<file path="config.mk">
export PLATFORM = sky130hd
export DESIGN_NAME = trcuv_back
export DESIGN_NICKNAME = d
export VERILOG_FILES = /design/src/design/trcuv_pkg.sv /design/src/design/trcuv_back.sv
export SDC_FILE = /design/constraint.sdc
export NUM_CORES = 1
export LEC_CHECK = 0
export BUFFER_PORTS_ARGS = -buffer_cell sky130_fd_sc_hd__buf_2
export CAP_MARGIN = 25
export CORE_MARGIN = 5
export CORE_UTILIZATION = 35
export DETAILED_ROUTE_END_ITERATION = 10
export PLACE_DENSITY = 0.56
export SYNTH_ARGS = -nofsm -noshare
export SYNTH_HDL_FRONTEND = slang
export SYNTH_SLANG_ARGS = --single-unit
</file>
<file path="constraint.sdc">
create_clock -name clk -period 6.7 [get_ports clk]
set_clock_uncertainty 0.05 [all_clocks]
set_input_delay 1.34 -clock clk [delete_from_list [all_inputs] [get_ports clk]]
set_output_delay 1.34 -clock clk [all_outputs]
set_load 0.02 [all_outputs]
</file>
<file path="src/design/trcuv_pkg.sv">
`timescale 1ns / 1ps
`default_nettype none
// ----------------------------------------------------------------------------
// trcuv_pkg
// Shared types, constants and the divider step for the scissor clip block.
// ----------------------------------------------------------------------------
package trcuv_pkg;

  localparam int unsigned LANES       = 4;
  localparam int unsigned UV_W        = 17;
  localparam int unsigned PIX_W       = 16;
  localparam int unsigned QUO_W       = 33;
  localparam int unsigned DIV_BPS     = 4;
  localparam int unsigned DIV_STAGES  = (QUO_W + DIV_BPS - 1) / DIV_BPS;
  localparam int unsigned DIV_W       = DIV_STAGES * DIV_BPS;
  localparam logic [UV_W-1:0] UV_MAX  = {UV_W{1'b1}};

  // register indexes on the configuration port
  typedef enum logic [2:0] {
    REG_CLIP_ENABLE = 3'd0,
    REG_CLIP_LEFT   = 3'd1,
    REG_CLIP_TOP    = 3'd2,
    REG_CLIP_RIGHT  = 3'd3,
    REG_CLIP_BOTTOM = 3'd4
  } reg_idx_t;

  typedef struct packed {
    logic signed [PIX_W-1:0] rect_left;
    logic signed [PIX_W-1:0] rect_top;
    logic signed [PIX_W-1:0] rect_right;
    logic signed [PIX_W-1:0] rect_bottom;
    logic [UV_W-1:0]         tex_u_start;
    logic [UV_W-1:0]         tex_v_start;
    logic [UV_W-1:0]         tex_u_end;
    logic [UV_W-1:0]         tex_v_end;
  } in_item_t;

  typedef struct packed {
    logic signed [PIX_W-1:0] out_left;
    logic signed [PIX_W-1:0] out_top;
    logic signed [PIX_W-1:0] out_right;
    logic signed [PIX_W-1:0] out_bottom;
    logic [UV_W-1:0]         out_u_start;
    logic [UV_W-1:0]         out_v_start;
    logic [UV_W-1:0]         out_u_end;
    logic [UV_W-1:0]         out_v_end;
    logic                    visible;
  } out_item_t;

  typedef struct packed {
    logic                    enable;
    logic signed [PIX_W-1:0] left;
    logic signed [PIX_W-1:0] top;
    logic signed [PIX_W-1:0] right;
    logic signed [PIX_W-1:0] bottom;
  } cfg_t;

  // data that rides alongside the divider lanes
  typedef struct packed {
    logic signed [PIX_W-1:0]      ol;
    logic signed [PIX_W-1:0]      ot;
    logic signed [PIX_W-1:0]      orr;
    logic signed [PIX_W-1:0]      ob;
    logic [LANES-1:0][UV_W-1:0]   base;
    logic [LANES-1:0]             neg;
    logic                         vis;
  } side_t;

  typedef struct packed {
    logic [PIX_W-1:0] rem;
    logic [DIV_W-1:0] word;
  } div_st_t;

  // DIV_BPS restoring steps: shift numerator bits into the remainder,
  // shift quotient bits into the bottom of the word
  function automatic div_st_t div_group(input logic [PIX_W-1:0] rem,
                                        input logic [DIV_W-1:0] word,
                                        input logic [PIX_W-1:0] den);
    logic [PIX_W:0] r;
    logic [DIV_W-1:0] w;
    div_st_t res;
    r = {1'b0, rem};
    w = word;
    for (int i = 0; i < DIV_BPS; i++) begin
      r = {r[PIX_W-1:0], w[DIV_W-1]};
      w = {w[DIV_W-2:0], 1'b0};
      if (r >= {1'b0, den}) begin
        r    = r - {1'b0, den};
        w[0] = 1'b1;
      end
    end
    res.rem  = r[PIX_W-1:0];
    res.word = w;
    return res;
  endfunction

endpackage
`default_nettype wire

</file>
<file path="src/design/trcuv_back.sv">
`timescale 1ns / 1ps
`default_nettype none
// ----------------------------------------------------------------------------
// trcuv_back
// Apply signed deltas, saturate the coordinates, hold the output beat.
// ----------------------------------------------------------------------------
module trcuv_back (
  input  wire logic                                   clk,
  input  wire logic                                   rst_n,
  input  wire logic                                   en,
  input  wire logic                                   in_vld,
  input  wire trcuv_pkg::side_t                       in_side,
  input  wire logic [trcuv_pkg::LANES-1:0][trcuv_pkg::QUO_W-1:0] in_quo,
  output logic                                        out_vld,
  output trcuv_pkg::out_item_t                        out_item
);
  import trcuv_pkg::*;

  logic signed [QUO_W+1:0]     sum;
  logic [LANES-1:0][UV_W-1:0]  uv;
  out_item_t                   item_nxt, item_r;
  logic                        vld_r;

  always_comb begin
    for (int i = 0; i < LANES; i++) begin
      sum = in_side.neg[i]
            ? $signed({{(QUO_W+2-UV_W){1'b0}}, in_side.base[i]}) - $signed({2'b00, in_quo[i]})
            : $signed({{(QUO_W+2-UV_W){1'b0}}, in_side.base[i]}) + $signed({2'b00, in_quo[i]});
      if (sum < 0) begin
        uv[i] = '0;
      end else if (sum > $signed({{(QUO_W+2-UV_W){1'b0}}, UV_MAX})) begin
        uv[i] = UV_MAX;
      end else begin
        uv[i] = sum[UV_W-1:0];
      end
    end
    item_nxt.out_left    = in_side.ol;
    item_nxt.out_top     = in_side.ot;
    item_nxt.out_right   = in_side.orr;
    item_nxt.out_bottom  = in_side.ob;
    item_nxt.out_u_start = uv[0];
    item_nxt.out_v_start = uv[1];
    item_nxt.out_u_end   = uv[2];
    item_nxt.out_v_end   = uv[3];
    item_nxt.visible     = in_side.vis;
  end

  always_ff @(posedge clk) begin
    if (!rst_n) begin
      vld_r <= 1'b0;
    end else if (en) begin
      vld_r <= in_vld;
    end
  end

  always_ff @(posedge clk) begin
    if (en) begin
      item_r <= item_nxt;
    end
  end

  assign out_vld  = vld_r;
  assign out_item = item_r;

endmodule
`default_nettype wire

</file>
# Word level (Yosys, flattened, before mapping)
# Index checks and enable logic that the tools add are counted.
# totals
word_cells,34
reg_bits,134
# classes
magnitude_cmp,8
n_addsub,8
mux,8
# op_table
operator,count
35-bit by 18-bit greater-than comparator with 1-bit output (second input constant),4
35-bit by 1-bit less-than comparator with 1-bit output (second input constant),4
35-bit two-way mux,4
17-bit by 33-bit adder with 34-bit output,4
17-bit by 33-bit subtractor with 34-bit output,4
17-bit two-way mux,4

# Logic depth before layout (Yosys ltp)
# depth
word_depth,4
mapped_depth,16

# Least setup slack after synthesis
# No wires, ideal clock.
# synth_timing
kind,input to register
startpoint,in in_quo[8] (netlist bit)
endpoint,"reg item_r, in the netlist out_item[57], data pin"
cell_stages,15
required_time_ps,6377
arrival_ps,4464
n_path_buf,2
setup_slack_ps,1913
cell_sequence,inv_1 ha_1 clkbuf_1 nor3_1 nand2_1 o21ai_0 a31oi_1 o41ai_1 nand2b_1 xor2_1 o32ai_1 or4_1 nor3_2 buf_2 a21oi_1
# synth_via
elab_chain_len,4
word_cells_on_any_way,6
# synth_lines
item,line,source
start: declaration,trcuv_back.sv:13,"input wire logic [trcuv_pkg::LANES-1:0][trcuv_pkg::QUO_W-1:0] in_quo,"
17-bit by 33-bit adder with 34-bit output / 17-bit by 33-bit subtractor with 34-bit output (equally long branches),"trcuv_back.sv:28, trcuv_back.sv:27",
35-bit two-way mux (*),trcuv_back.sv:27,"? $signed({{(QUO_W+2-UV_W){1'b0}}, in_side.base[i]}) - $signed({2'b00, in_quo[i]})"
35-bit by 18-bit greater-than comparator with 1-bit output,trcuv_back.sv:31,"end else if (sum > $signed({{(QUO_W+2-UV_W){1'b0}}, UV_MAX})) begin"
17-bit two-way mux,trcuv_back.sv:31,
end signal: assignment,trcuv_back.sv:58,item_r <= item_nxt;
end: declaration,trcuv_back.sv:21,"out_item_t item_nxt, item_r;"
# Mark *: on every way between the ends. The rest lies on a longest branch, timed or not.
# A chain may end at the register's enable or synchronous reset.

# Worst setup path in the final report
# layout_timing
startpoint,in in_quo[33] (netlist bit)
endpoint,"reg item_r, in the netlist out_item[36], data pin"
# The elaborated chain is that of the path after synthesis.

==> run metrics <==
cells after synthesis=1890; VDD IR max=167 uV; Core Region=0.0431 mm2; largest area contributor in the netlist=edfxtp_1; Leakage=7.75 nW; first-pass GRT wire length=~84000 um; MaxCap Viol Count=0; CTS Sinks=134; CP Depth=15; cells taking the most area after synthesis=edfxtp_1 (26%), ha_1 (11%), a21oi_1 (7.0%); Die H=219 um; asr flop ratio synth=0%; Worst Path Required=~6.8 ns; Clock power frac=30.5%; syn avg cell area=8.07 um2; drt first-iter violations=roughly 1300; dpl ws=1.05 ns; Detail Route Antenna Nets=0; Initial Util=35.4%; TritonCTS clock tree=yes; share of layout cells above drive strength 1=roughly 22%; Hold Vio Cnt, Final=0; routed wire length=54500 um; status=completed; CTS H-tree depth=4; largest net degree at the start of global routing=79; GRT Total Usage=21.9%; synthesized flop and latch total=134; Crit Path Category=in -> reg; Clock Latency Late Sink=0.48 ns; post-synth top area share=26.2%; delay-heaviest family, CP=compound AO/OA/AOI/OAI gates; DR vias=15900; CP endpoint kind=register; I/O Buffers=406; Synthesized Nets=roughly 2300; period utilization=77.8%; cts repair resizes=0; Via-to-Cell Ratio=5.65; hold crit path type=reg -> reg; startpoint types=input port; Net Sw Power=1.20 mW; Area Growth Syn to Fin=19.5%; RSZ-0062 raised after global routing=false; Hold WS=around 0.48 ns; Pins Over Slew Limit=0; sw frac=a little under two fifths; ys flop type=edfxtp_1; DRC Markers=0; Bufs on Longest Clock Path=2; Worst-Margin Slew=0.923 ns; GRT overflow=0; Ys Warns=0; Max-slew headroom=37.8%; num ports=407; Yosys cell types=92; Post-Route Setup TNS=0 ns; vias in the first global route=15300; synthesized cell area=0.0152 mm2; full die area=approximately 0.048 mm2; minimum clock period after layout=5.21 ns; Highest Clock Rate=roughly 190 MHz; number of setup violations in the final report=0; flop2flop setup slack=6.05 ns; Pwr Density=about 170 mW/mm2; slowest stage cell, crit path=o41ai_2; RePlAce Congestion=0.938; Flop pwr share=32.0%; Chip Width=around 220 um; CTS buffer count=17; CTS Hold Bufs=0; Worst EP arrival=5.34 ns; row cnt=76; CP max FO=17; crit-path cells=buf_2 -> ha_1 -> inv_1 -> fa_1 -> o21bai_1 -> a21oi_1 -> o21bai_1 -> a311oi_1 -> o41ai_2 -> a32oi_1 -> a211o_1 -> nor3_1 -> o21ai_0 -> nor4_4 -> a21oi_1; setup bufs post-CTS=0; Hold Path Stages=2; fin nets=~2600; worst setup margin=1.49 ns; initial antenna violation count=5; Root Driver=clkbuf_16; first-pass detailed-route iteration total=5; internal power=1.98 mW; WL per Instance=19.3 um; FF-to-FF path depth=2; post-synthesis sequential area ratio=approximately a quarter; final HPWL from detailed placement=roughly 43000 um; clock transition at the registers of the reported paths=~0.07 ns; crit path buf inv count=2; number of synthesized flops with an enable pin=roughly 130; Worst path max stage delay=0.86 ns; fill count=4472; Comb pwr share=37.6%
==> cells in the mapped netlist (8+ instances only) <==
cell type,n
a2111oi_0,8
a211o_1,10
a211oi_1,20
a21o_1,22
a21oi_1,214
a21oi_2,10
a221oi_1,8
a311oi_1,8
a31oi_1,36
a32oi_1,11
a41oi_1,8
and2_1,13
and3_1,31
buf_2,10
clkbuf_1,81
edfxtp_1,133
fa_1,8
ha_1,136
inv_1,147
mux2i_1,14
nand2_1,119
nand2b_1,32
nand3_1,39
nand3b_1,13
nand4_1,24
nor2_1,154
nor2b_1,33
nor3_1,49
nor4_1,30
o211ai_1,20
o21a_1,19
o21ai_0,97
o21bai_1,20
o22ai_1,12
o311ai_0,11
o31ai_1,29
or3_1,20
or4_1,10
xnor2_1,72
xor2_1,19
==> layout by cell type, fill, tap and decap left out, drive strengths merged, types with 18 or more instances in the layout <==
| master | instances |
|---|---|
| nand4 | 24 |
| xnor2 | 72 |
| or3 | 23 |
| a31oi | 36 |
| o21ai | 102 |
| a211oi | 20 |
| and3 | 32 |
| clkbuf | 18 |
| nor3 | 50 |
| o21bai | 20 |
| edfxtp | 133 |
| nor4 | 31 |
| a21o | 22 |
| nand2 | 119 |
| ha | 136 |
| o211ai | 20 |
| a21oi | 224 |
| nor2 | 154 |
| o31ai | 31 |
| nand3 | 39 |
| nand2b | 32 |
| xor2 | 19 |
| inv | 151 |
| buf | 419 |
| o21a | 19 |
| nor2b | 33 |
==> path summary, 6_finish.rpt <==
path,from,endpoint
setup / recovery,in_quo[33],out_item[36]
hold / removal,out_vld,out_vld
setup reg to reg,out_vld,out_vld
hold reg to reg,out_vld,out_vld
==> cell type report <==
type | instances | area (um2) | area share (%)
diodes | 2 | 5.00 | 0.0275
flip-flops and latches | 134 | 4010 | 22.0
clock inverters | 14 | 149 | 0.817
clock buffers | 18 | 429 | 2.36
repair buffers | 420 | 2150 | 11.8
inverters | 147 | 552 | 3.03
well taps | 585 | 732 | 4.02
multi-input cells | 1501 | 10200 | 56.0
==> worst reg2reg max path: stages, from the launching register on <==
cell and delay, ns:
dfxtp_1 0.31, mux2i_1 0.12, nor2b_1 0.06
==> power by group through the flow <==
stage | combinational (mW) | clock [mW] | sequential (mW)
CTS | 1.19 | 1.00 | 1.02
detailed placement | 1.18 | 0 | 1.04
global route | 1.32 | 1.04 | 1.02
floorplan | 0.690 | 0 | 1.12
global placement | 1.18 | 0 | 1.03
finish | 1.20 | 0.969 | 1.02
==> cells by family (layout without fill, tap and decap cells) <==
kind of cell / Yosys count / in the layout / synth area share [%]
simple gates: 603 / 603 / 20.3
other cells: 0 / 2 / 0
buf+inv: 255 / 599 / 6.79
xor+xnor: 91 / 91 / 5.23
fa+ha+maj: 144 / 144 / 12.2
compound gates: 644 / 644 / 27.8
flops: 134 / 134 / 26.3
mux: 19 / 19 / 1.29
==> sequential cells by signal (all words and copies together) (netlist names) <==
signal    cells
out_vld       1
out_item    133
==> stage by stage <==
step	cells	utilization (%)	area (um2)	total power [mW]
2_1_floorplan	1890	-	15200	1.81
3_3_place_gp	2785	40.9	17600	2.21
3_5_place_dp	2786	40.9	17600	2.22
4_1_cts	2818	42.3	18200	3.21
5_1_grt	2821	42.3	18200	3.37
6_report	2821	42.3	18200	3.18
==> per-layer routing <==
layer	global-route usage [%]	part of all wire (%)	vias up
met2	35.4	46	652
li1	-	-	7696
met1	28.7	44	7509
met5	0	0.050	-
met3	5.85	7.8	75
met4	6.97	2.3	4
Note: power is estimated with default switching activity, not from simulation.
