`src/design/trcuv_pkg.sv`:
```
`timescale 1ns / 1ps
`default_nettype none
// ----------------------------------------------------------------------------
// trcuv_pkg
// Shared types, constants and the divider step for the scissor clip block.
// ----------------------------------------------------------------------------
package trcuv_pkg;

  localparam int unsigned LANES       = 4;
  localparam int unsigned UV_W        = 17;
  localparam int unsigned PIX_W       = 16;
  localparam int unsigned QUO_W       = 33;
  localparam int unsigned DIV_BPS     = 4;
  localparam int unsigned DIV_STAGES  = (QUO_W + DIV_BPS - 1) / DIV_BPS;
  localparam int unsigned DIV_W       = DIV_STAGES * DIV_BPS;
  localparam logic [UV_W-1:0] UV_MAX  = {UV_W{1'b1}};

  // register indexes on the configuration port
  typedef enum logic [2:0] {
    REG_CLIP_ENABLE = 3'd0,
    REG_CLIP_LEFT   = 3'd1,
    REG_CLIP_TOP    = 3'd2,
    REG_CLIP_RIGHT  = 3'd3,
    REG_CLIP_BOTTOM = 3'd4
  } reg_idx_t;

  typedef struct packed {
    logic signed [PIX_W-1:0] rect_left;
    logic signed [PIX_W-1:0] rect_top;
    logic signed [PIX_W-1:0] rect_right;
    logic signed [PIX_W-1:0] rect_bottom;
    logic [UV_W-1:0]         tex_u_start;
    logic [UV_W-1:0]         tex_v_start;
    logic [UV_W-1:0]         tex_u_end;
    logic [UV_W-1:0]         tex_v_end;
  } in_item_t;

  typedef struct packed {
    logic signed [PIX_W-1:0] out_left;
    logic signed [PIX_W-1:0] out_top;
    logic signed [PIX_W-1:0] out_right;
    logic signed [PIX_W-1:0] out_bottom;
    logic [UV_W-1:0]         out_u_start;
    logic [UV_W-1:0]         out_v_start;
    logic [UV_W-1:0]         out_u_end;
    logic [UV_W-1:0]         out_v_end;
    logic                    visible;
  } out_item_t;

  typedef struct packed {
    logic                    enable;
    logic signed [PIX_W-1:0] left;
    logic signed [PIX_W-1:0] top;
    logic signed [PIX_W-1:0] right;
    logic signed [PIX_W-1:0] bottom;
  } cfg_t;

  // data that rides alongside the divider lanes
  typedef struct packed {
    logic signed [PIX_W-1:0]      ol;
    logic signed [PIX_W-1:0]      ot;
    logic signed [PIX_W-1:0]      orr;
    logic signed [PIX_W-1:0]      ob;
    logic [LANES-1:0][UV_W-1:0]   base;
    logic [LANES-1:0]             neg;
    logic                         vis;
  } side_t;

  typedef struct packed {
    logic [PIX_W-1:0] rem;
    logic [DIV_W-1:0] word;
  } div_st_t;

  // DIV_BPS restoring steps: shift numerator bits into the remainder,
  // shift quotient bits into the bottom of the word
  function automatic div_st_t div_group(input logic [PIX_W-1:0] rem,
                                        input logic [DIV_W-1:0] word,
                                        input logic [PIX_W-1:0] den);
    logic [PIX_W:0] r;
    logic [DIV_W-1:0] w;
    div_st_t res;
    r = {1'b0, rem};
    w = word;
    for (int i = 0; i < DIV_BPS; i++) begin
      r = {r[PIX_W-1:0], w[DIV_W-1]};
      w = {w[DIV_W-2:0], 1'b0};
      if (r >= {1'b0, den}) begin
        r    = r - {1'b0, den};
        w[0] = 1'b1;
      end
    end
    res.rem  = r[PIX_W-1:0];
    res.word = w;
    return res;
  endfunction

endpackage
`default_nettype wire

```
`src/design/trcuv_front.sv`:
```
`timescale 1ns / 1ps
`default_nettype none
// ----------------------------------------------------------------------------
// trcuv_front
// Edge clip, spans and cut distances (stage 1), span times cut (stage 2).
// ----------------------------------------------------------------------------
module trcuv_front (
  input  wire logic                                   clk,
  input  wire logic                                   rst_n,
  input  wire logic                                   en,
  input  wire logic                                   in_vld,
  input  wire trcuv_pkg::in_item_t                    in_item,
  input  wire trcuv_pkg::cfg_t                        cfg,
  output logic                                        out_vld,
  output trcuv_pkg::side_t                            out_side,
  output logic [trcuv_pkg::LANES-1:0][trcuv_pkg::QUO_W-1:0] out_num,
  output logic [trcuv_pkg::LANES-1:0][trcuv_pkg::PIX_W-1:0] out_den
);
  import trcuv_pkg::*;

  logic signed [PIX_W:0] d_l, d_t, d_r, d_b, w, h, ow, oh;
  logic signed [UV_W:0]  su, sv;
  logic [UV_W-1:0]       mag_u, mag_v;
  logic                  c_l, c_t, c_r, c_b, w_pos, h_pos;
  side_t                 side_nxt;
  logic [LANES-1:0][UV_W-1:0]  mag_nxt;
  logic [LANES-1:0][PIX_W-1:0] cut_nxt, den_nxt;

  logic                        v1_r, v2_r;
  side_t                       side1_r, side2_r;
  logic [LANES-1:0][UV_W-1:0]  mag1_r;
  logic [LANES-1:0][PIX_W-1:0] cut1_r, den1_r, den2_r;
  logic [LANES-1:0][QUO_W-1:0] num2_r;

  always_comb begin
    d_l = {cfg.left[PIX_W-1], cfg.left} - {in_item.rect_left[PIX_W-1], in_item.rect_left};
    d_t = {cfg.top[PIX_W-1], cfg.top} - {in_item.rect_top[PIX_W-1], in_item.rect_top};
    d_r = {in_item.rect_right[PIX_W-1], in_item.rect_right} - {cfg.right[PIX_W-1], cfg.right};
    d_b = {in_item.rect_bottom[PIX_W-1], in_item.rect_bottom}
          - {cfg.bottom[PIX_W-1], cfg.bottom};
    w   = {in_item.rect_right[PIX_W-1], in_item.rect_right}
          - {in_item.rect_left[PIX_W-1], in_item.rect_left};
    h   = {in_item.rect_bottom[PIX_W-1], in_item.rect_bottom}
          - {in_item.rect_top[PIX_W-1], in_item.rect_top};
    c_l = cfg.enable && (d_l > 0);
    c_t = cfg.enable && (d_t > 0);
    c_r = cfg.enable && (d_r > 0);
    c_b = cfg.enable && (d_b > 0);
    w_pos = w > 0;
    h_pos = h > 0;

    side_nxt.ol  = c_l ? cfg.left   : in_item.rect_left;
    side_nxt.ot  = c_t ? cfg.top    : in_item.rect_top;
    side_nxt.orr = c_r ? cfg.right  : in_item.rect_right;
    side_nxt.ob  = c_b ? cfg.bottom : in_item.rect_bottom;
    ow = {side_nxt.orr[PIX_W-1], side_nxt.orr} - {side_nxt.ol[PIX_W-1], side_nxt.ol};
    oh = {side_nxt.ob[PIX_W-1], side_nxt.ob} - {side_nxt.ot[PIX_W-1], side_nxt.ot};
    side_nxt.vis = !cfg.enable || ((ow > 0) && (oh > 0));

    su = {1'b0, in_item.tex_u_end} - {1'b0, in_item.tex_u_start};
    sv = {1'b0, in_item.tex_v_end} - {1'b0, in_item.tex_v_start};
    mag_u = su[UV_W] ? UV_W'(-su) : su[UV_W-1:0];
    mag_v = sv[UV_W] ? UV_W'(-sv) : sv[UV_W-1:0];

    side_nxt.base = {in_item.tex_v_end, in_item.tex_u_end,
                     in_item.tex_v_start, in_item.tex_u_start};
    // start coordinates subtract the delta when the span is negative, end coordinates when it is positive
    side_nxt.neg  = {!sv[UV_W], !su[UV_W], sv[UV_W], su[UV_W]};
    mag_nxt = {mag_v, mag_u, mag_v, mag_u};
    cut_nxt[0] = (c_l && w_pos) ? d_l[PIX_W-1:0] : '0;
    cut_nxt[1] = (c_t && h_pos) ? d_t[PIX_W-1:0] : '0;
    cut_nxt[2] = (c_r && w_pos) ? d_r[PIX_W-1:0] : '0;
    cut_nxt[3] = (c_b && h_pos) ? d_b[PIX_W-1:0] : '0;
    den_nxt[0] = w_pos ? w[PIX_W-1:0] : PIX_W'(1);
    den_nxt[1] = h_pos ? h[PIX_W-1:0] : PIX_W'(1);
    den_nxt[2] = den_nxt[0];
    den_nxt[3] = den_nxt[1];
  end

  always_ff @(posedge clk) begin
    if (!rst_n) begin
      v1_r <= 1'b0;
      v2_r <= 1'b0;
    end else if (en) begin
      v1_r <= in_vld;
      v2_r <= v1_r;
    end
  end

  always_ff @(posedge clk) begin
    if (en) begin
      side1_r <= side_nxt;
      mag1_r  <= mag_nxt;
      cut1_r  <= cut_nxt;
      den1_r  <= den_nxt;
      side2_r <= side1_r;
      den2_r  <= den1_r;
      for (int i = 0; i < LANES; i++) begin
        num2_r[i] <= QUO_W'(mag1_r[i]) * QUO_W'(cut1_r[i]);
      end
    end
  end

  assign out_vld  = v2_r;
  assign out_side = side2_r;
  assign out_num  = num2_r;
  assign out_den  = den2_r;

endmodule
`default_nettype wire

```
`config.mk`:
```
export PLATFORM = sky130hd
export DESIGN_NAME = trcuv_front
export DESIGN_NICKNAME = d
export VERILOG_FILES = /design/src/design/trcuv_pkg.sv /design/src/design/trcuv_front.sv
export SDC_FILE = /design/constraint.sdc
export NUM_CORES = 2
export LEC_CHECK = 0
export BUFFER_PORTS_ARGS = -buffer_cell sky130_fd_sc_hd__clkbuf_2
export CAP_MARGIN = 5
export CORE_MARGIN = 2
export CORE_UTILIZATION = 32
export DETAILED_ROUTE_END_ITERATION = 12
export GPL_TIMING_DRIVEN = 0
export HOLD_SLACK_MARGIN = 0.05
export SYNTH_ARGS = -nofsm -noshare
export SYNTH_HDL_FRONTEND = slang
export SYNTH_SLANG_ARGS = --single-unit
```
`constraint.sdc`:
```
create_clock -name clk -period 8.75 [get_ports clk]
set_clock_uncertainty 0.2 [all_clocks]
set_input_delay 2.625 -clock clk [delete_from_list [all_inputs] [get_ports clk]]
set_output_delay 2.625 -clock clk [all_outputs]
set_load 0.005 [all_outputs]
```
# == Word level (Yosys, flattened, before mapping) ==
# Index checks and enable logic that the tools add are counted.
# totals
in_bits,201
output_inout_bits,334
register_bits,570
# op_classes
mux,6
add_sub_neg,12
n_reduce_logical,13
magnitude_cmp,8
mul,4
# op_table
cell,n
greater-than comparator 17 x 1 -> 1 bit (second input constant),8
subtractor 16 x 16 -> 17 bit,8
multiplier 17 x 16 -> 33 bit,4
2-to-1 mux 16 bit,4
subtractor 17 x 17 -> 18 bit,2
2-to-1 mux 17 bit,2
negator 17 bit,2
logical AND 1 bit,9
logical NOT 1 bit,3
logical OR 1 bit,1

# == Longest topological paths before layout ==
# logic_depth
word_depth,8
depth_mapped,24
mapped_depth_nobuf,23

# == Worst setup path before layout ==
# No wires, ideal clock.
# synth_path
path_kind,input-to-reg
startpoint,in in_item[84] (netlist bit)
endpoint,reg side1_r[0] (netlist bit) (data pin)
arrival_ns,7.402
required_time_ns,8.276
path_buffers,1
slack_ns,0.874
path_stages,23
cell_sequence,inv_1 > ha_1 > fa_1 > nor2b_1 > o211a_1 > o211ai_2 > and2_1 > a2111o_1 > a2111oi_2 > o211ai_1 > o31ai_2 > buf_4 > mux2_2 > ha_1 > nor2b_1 > o2111ai_1 > a21oi_1 > a211oi_1 > nor3_1 > a2111oi_0 > nor4bb_1 > o31a_1 > a41oi_1
# synth_rtl
element,line_no,rtl
"start, declared",trcuv_front.sv:12,"input wire trcuv_pkg::in_item_t in_item,"
"end signal, assigned",trcuv_front.sv:92,side1_r <= side_nxt;
"end, declared",trcuv_front.sv:30,"side_t side1_r, side2_r;"

==> results by group <==
Outcome
  – Run status: finished, final reports clean

Run
  – Max-Cap Viols: 0

Die
  – Die width: 451 um
  – I/O Pins: 535
  – Die Ht: 451 um
  – Core area: between 150000 and 200000 um2
  – Initial Util: 32.1%
  – FP Rows: 164
  – Die area: 204000 um2

Yosys
  – Post-synth ARST share: 0%
  – Post-Syn Nets: 7979
  – Post-synth EDFFs: 568
  – Cell Area, Synth: roughly 64000 um2
  – Syn avg cell area: 10.1 um2
  – Seq cells post-synth: between 500 and 600
  – Warnings, synthesis: 0
  – Synth cell types: 92
  – Post-synth top flop: edfxtp_1
  – Synth Instances: 6352
  – Seq/Total Area, Yosys: 26.7%

Setup path
  – Crit-path max cell delay: 0.60 ns
  – Slowest-stage cell, CP: or4b_1
  – Endpoint class of the critical path: register
  – Worst EP required: 9.10 ns
  – Buf+Inv Stages, Crit Path: 3
  – Crit path DAT: 8.67 ns
  – Worst setup startpoint: in_item[68]
  – Reg-to-reg setup timing slack: 0.48 ns
  – Crit path max fanout: 10
  – CP top delay family: simple AND/OR/NAND/NOR gates
  – FF-to-FF Start: cut1_r[36]
  – Crit start category: input pin
  – Crit path kind: input pin to register

Cells and area
  – Area Overhead vs Synth: 13.7%
  – Final nets: 8593
  – Ratio of cells with drive above 1 in the final layout: 11.2%
  – Fin area: 72700 um2
  – Multi-input logic area: 41400 um2
  – Reg area: between 15000 and 20000 um2
  – FILL cells: 20100

Hold path
  – Hold Crit Start: den1_r[40]
  – Hold Crit Class: register to register

Place
  – HPWL after DPL: roughly 170 mm
  – Buffers on Ports: around 530
  – Place WS: -1.35 ns
  – Dpl cell area: between 70000 and 80000 um2
  – GP Congestion: 0.949

Routing
  – DR pass1 iterations: 6
  – Via count: 47600
  – Mean routed wirelength per cell: about 21 um
  – Remaining DRCs: 0
  – Routed WL: between 150 and 200 mm
  – Iter 0 DRT Violations: roughly 3500
  – Antenna-violating nets left: 0
  – Vias per cell: 4.91

STA
  – Min Tclk post-route: 8.32 ns
  – Max-slew violations: 0
  – Part of the cycle the worst path needs: 95.1%
  – RSZ-0062 raised after global routing: false
  – Final Setup Violations: 0
  – Worst slew pin tran: between 1 and 1.5 ns
  – Final worst-path setup slack: 0.433 ns
  – Hold Vio Cnt, Final: 0
  – Max-slew headroom: between 20% and 30%
  – TNS Setup: 0 ns
  – FMAX: between 100 and 150 MHz

Clocking
  – CTS H-tree lvls: 3
  – Num CTS Buffers: 72
  – Clock-pin slew on the worst setup and hold paths: about 0.060 ns
  – Postcts setup bufs: 0
  – Clock Latency Late Sink: between 0.7 and 0.8 ns
  – CTS tree: built
  – Root Driver: clkbuf_16
  – Clock Sink Count: 570
  – Max Root-Sink Buffers: 3

Global routing
  – Largest net degree at the start of global routing: 110
  – Grt ovf: 0
  – Initial antenna violation count: 48
  – First-pass GRT wire length: 299 mm
  – Gr usage total: around 20%
  – Vias in the first global route: about 48000
## cell type report
class / count / area share [%]
Antenna cell: 11 / 0.0378
Buffer: 265 / 1.60
Clock buffer: 75 / 2.49
Clock inverter: 57 / 0.903
Inverter: 1180 / 6.09
Multi-Input combinational cell: 4337 / 56.9
Sequential cell: 570 / 23.5
Tap cell: 2656 / 4.57
Timing Repair Buffer: 540 / 3.89
## metal layers
layer / wire, um / vias to the layer above / global-route usage [%]
li1: - / 21900 / -
met1: 87400 / 24000 / 26.5
met2: 89800 / 1443 / 30.7
met3: 14600 / 295 / 4.15
met4: 7920 / 42 / 7.84
met5: 264 / - / 0
## timing repair
item | in CTS | in global routing
hold buffers | 0 | 0
pin swaps | 0 | 1
setup endpoints to repair | 2 | 3
resized for setup | 5 | 16
## cell families (layout without fill, tap and decap cells)
kind of cell             Yosys count  count (layout)  synth area share, %
AND/OR/NAND/NOR                 1842            1842                 14.1
buffers and inverters           1445            2117                 8.74
adder cells (fa/ha/maj)         1426            1426                 37.8
AO/OA/AOI/OAI                    759             759                 8.08
flip-flops                       570             570                 26.7
XOR/XNOR                         217             217                 2.97
multiplexers                      93              93                 1.59
other                              0              11                    0
## final timing paths
| kind | endpoint | cells after the start |
|---|---|---|
| max | side1_r[0] | 25 |
| min | out_den[40] | 0 |
| max reg2reg | out_num[96] | 22 |
| min reg2reg | out_den[40] | 0 |
## Yosys cell counts, types with 13 or more instances
master	instances	share of area, %
inv_1	1179	6.9
fa_1	842	26
nand2_1	782	4.6
ha_1	584	11
edfxtp_1	568	27
and2_1	463	4.5
clkbuf_1	214	1.3
a21oi_1	185	1.4
nor2_1	184	1.1
xnor2_1	150	2.1
o21ai_0	111	0.87
nor3_1	103	0.81
a21o_1	98	1.1
nand3_1	70	0.55
xor2_1	67	0.92
o21a_1	52	0.61
nor2b_1	49	0.48
mux2i_1	47	0.74
buf_4	37	0.43
a31oi_1	30	0.29
nand2b_1	30	0.29
nor4_1	28	0.27
and3_1	26	0.25
a211oi_1	24	0.28
o31ai_1	24	0.28
mux2_2	22	0.39
o21bai_1	22	0.26
or3_1	22	0.22
o211ai_1	21	0.25
o22ai_1	21	0.21
o2111ai_1	17	0.23
mux2_1	16	0.28
nand4_1	15	0.15
a21boi_0	14	0.16
o31a_1	13	0.18
## sequential cells by signal, summed over array words and instances, names as in the netlist
| signal | flops |
|---|---|
| mag1_r | 34 |
| out_num | 132 |
| side1_r | 137 |
| out_vld | 1 |
| out_side | 137 |
| v1_r | 1 |
| cut1_r | 64 |
| out_den | 32 |
| den1_r | 32 |
## stage by stage
stage	hold WS, ns	utilization [%]	instances
6_report	0.188	36.5	9691
5_1_grt	0.192	36.5	9688
4_1_cts	0.184	36.4	9680
3_5_place_dp	0.205	35.2	9548
3_3_place_gp	0.202	35.1	9542
2_1_floorplan	0.200	-	6352
## placed cells by master (no fill, tap or decap), types with 103 or more instances in the layout
cell      instances
a21oi_1         185
clkbuf_1        217
and2_1          463
nand2_1         782
inv_1          1179
fa_1            842
nor2_1          184
ha_1            584
nor3_1          103
clkbuf_2        533
xnor2_1         149
o21ai_0         110
edfxtp_1        568
Power is left out: the tool's default activity adds up to more than one toggle a clock period on the data nets, which glitch-free logic cannot reach.
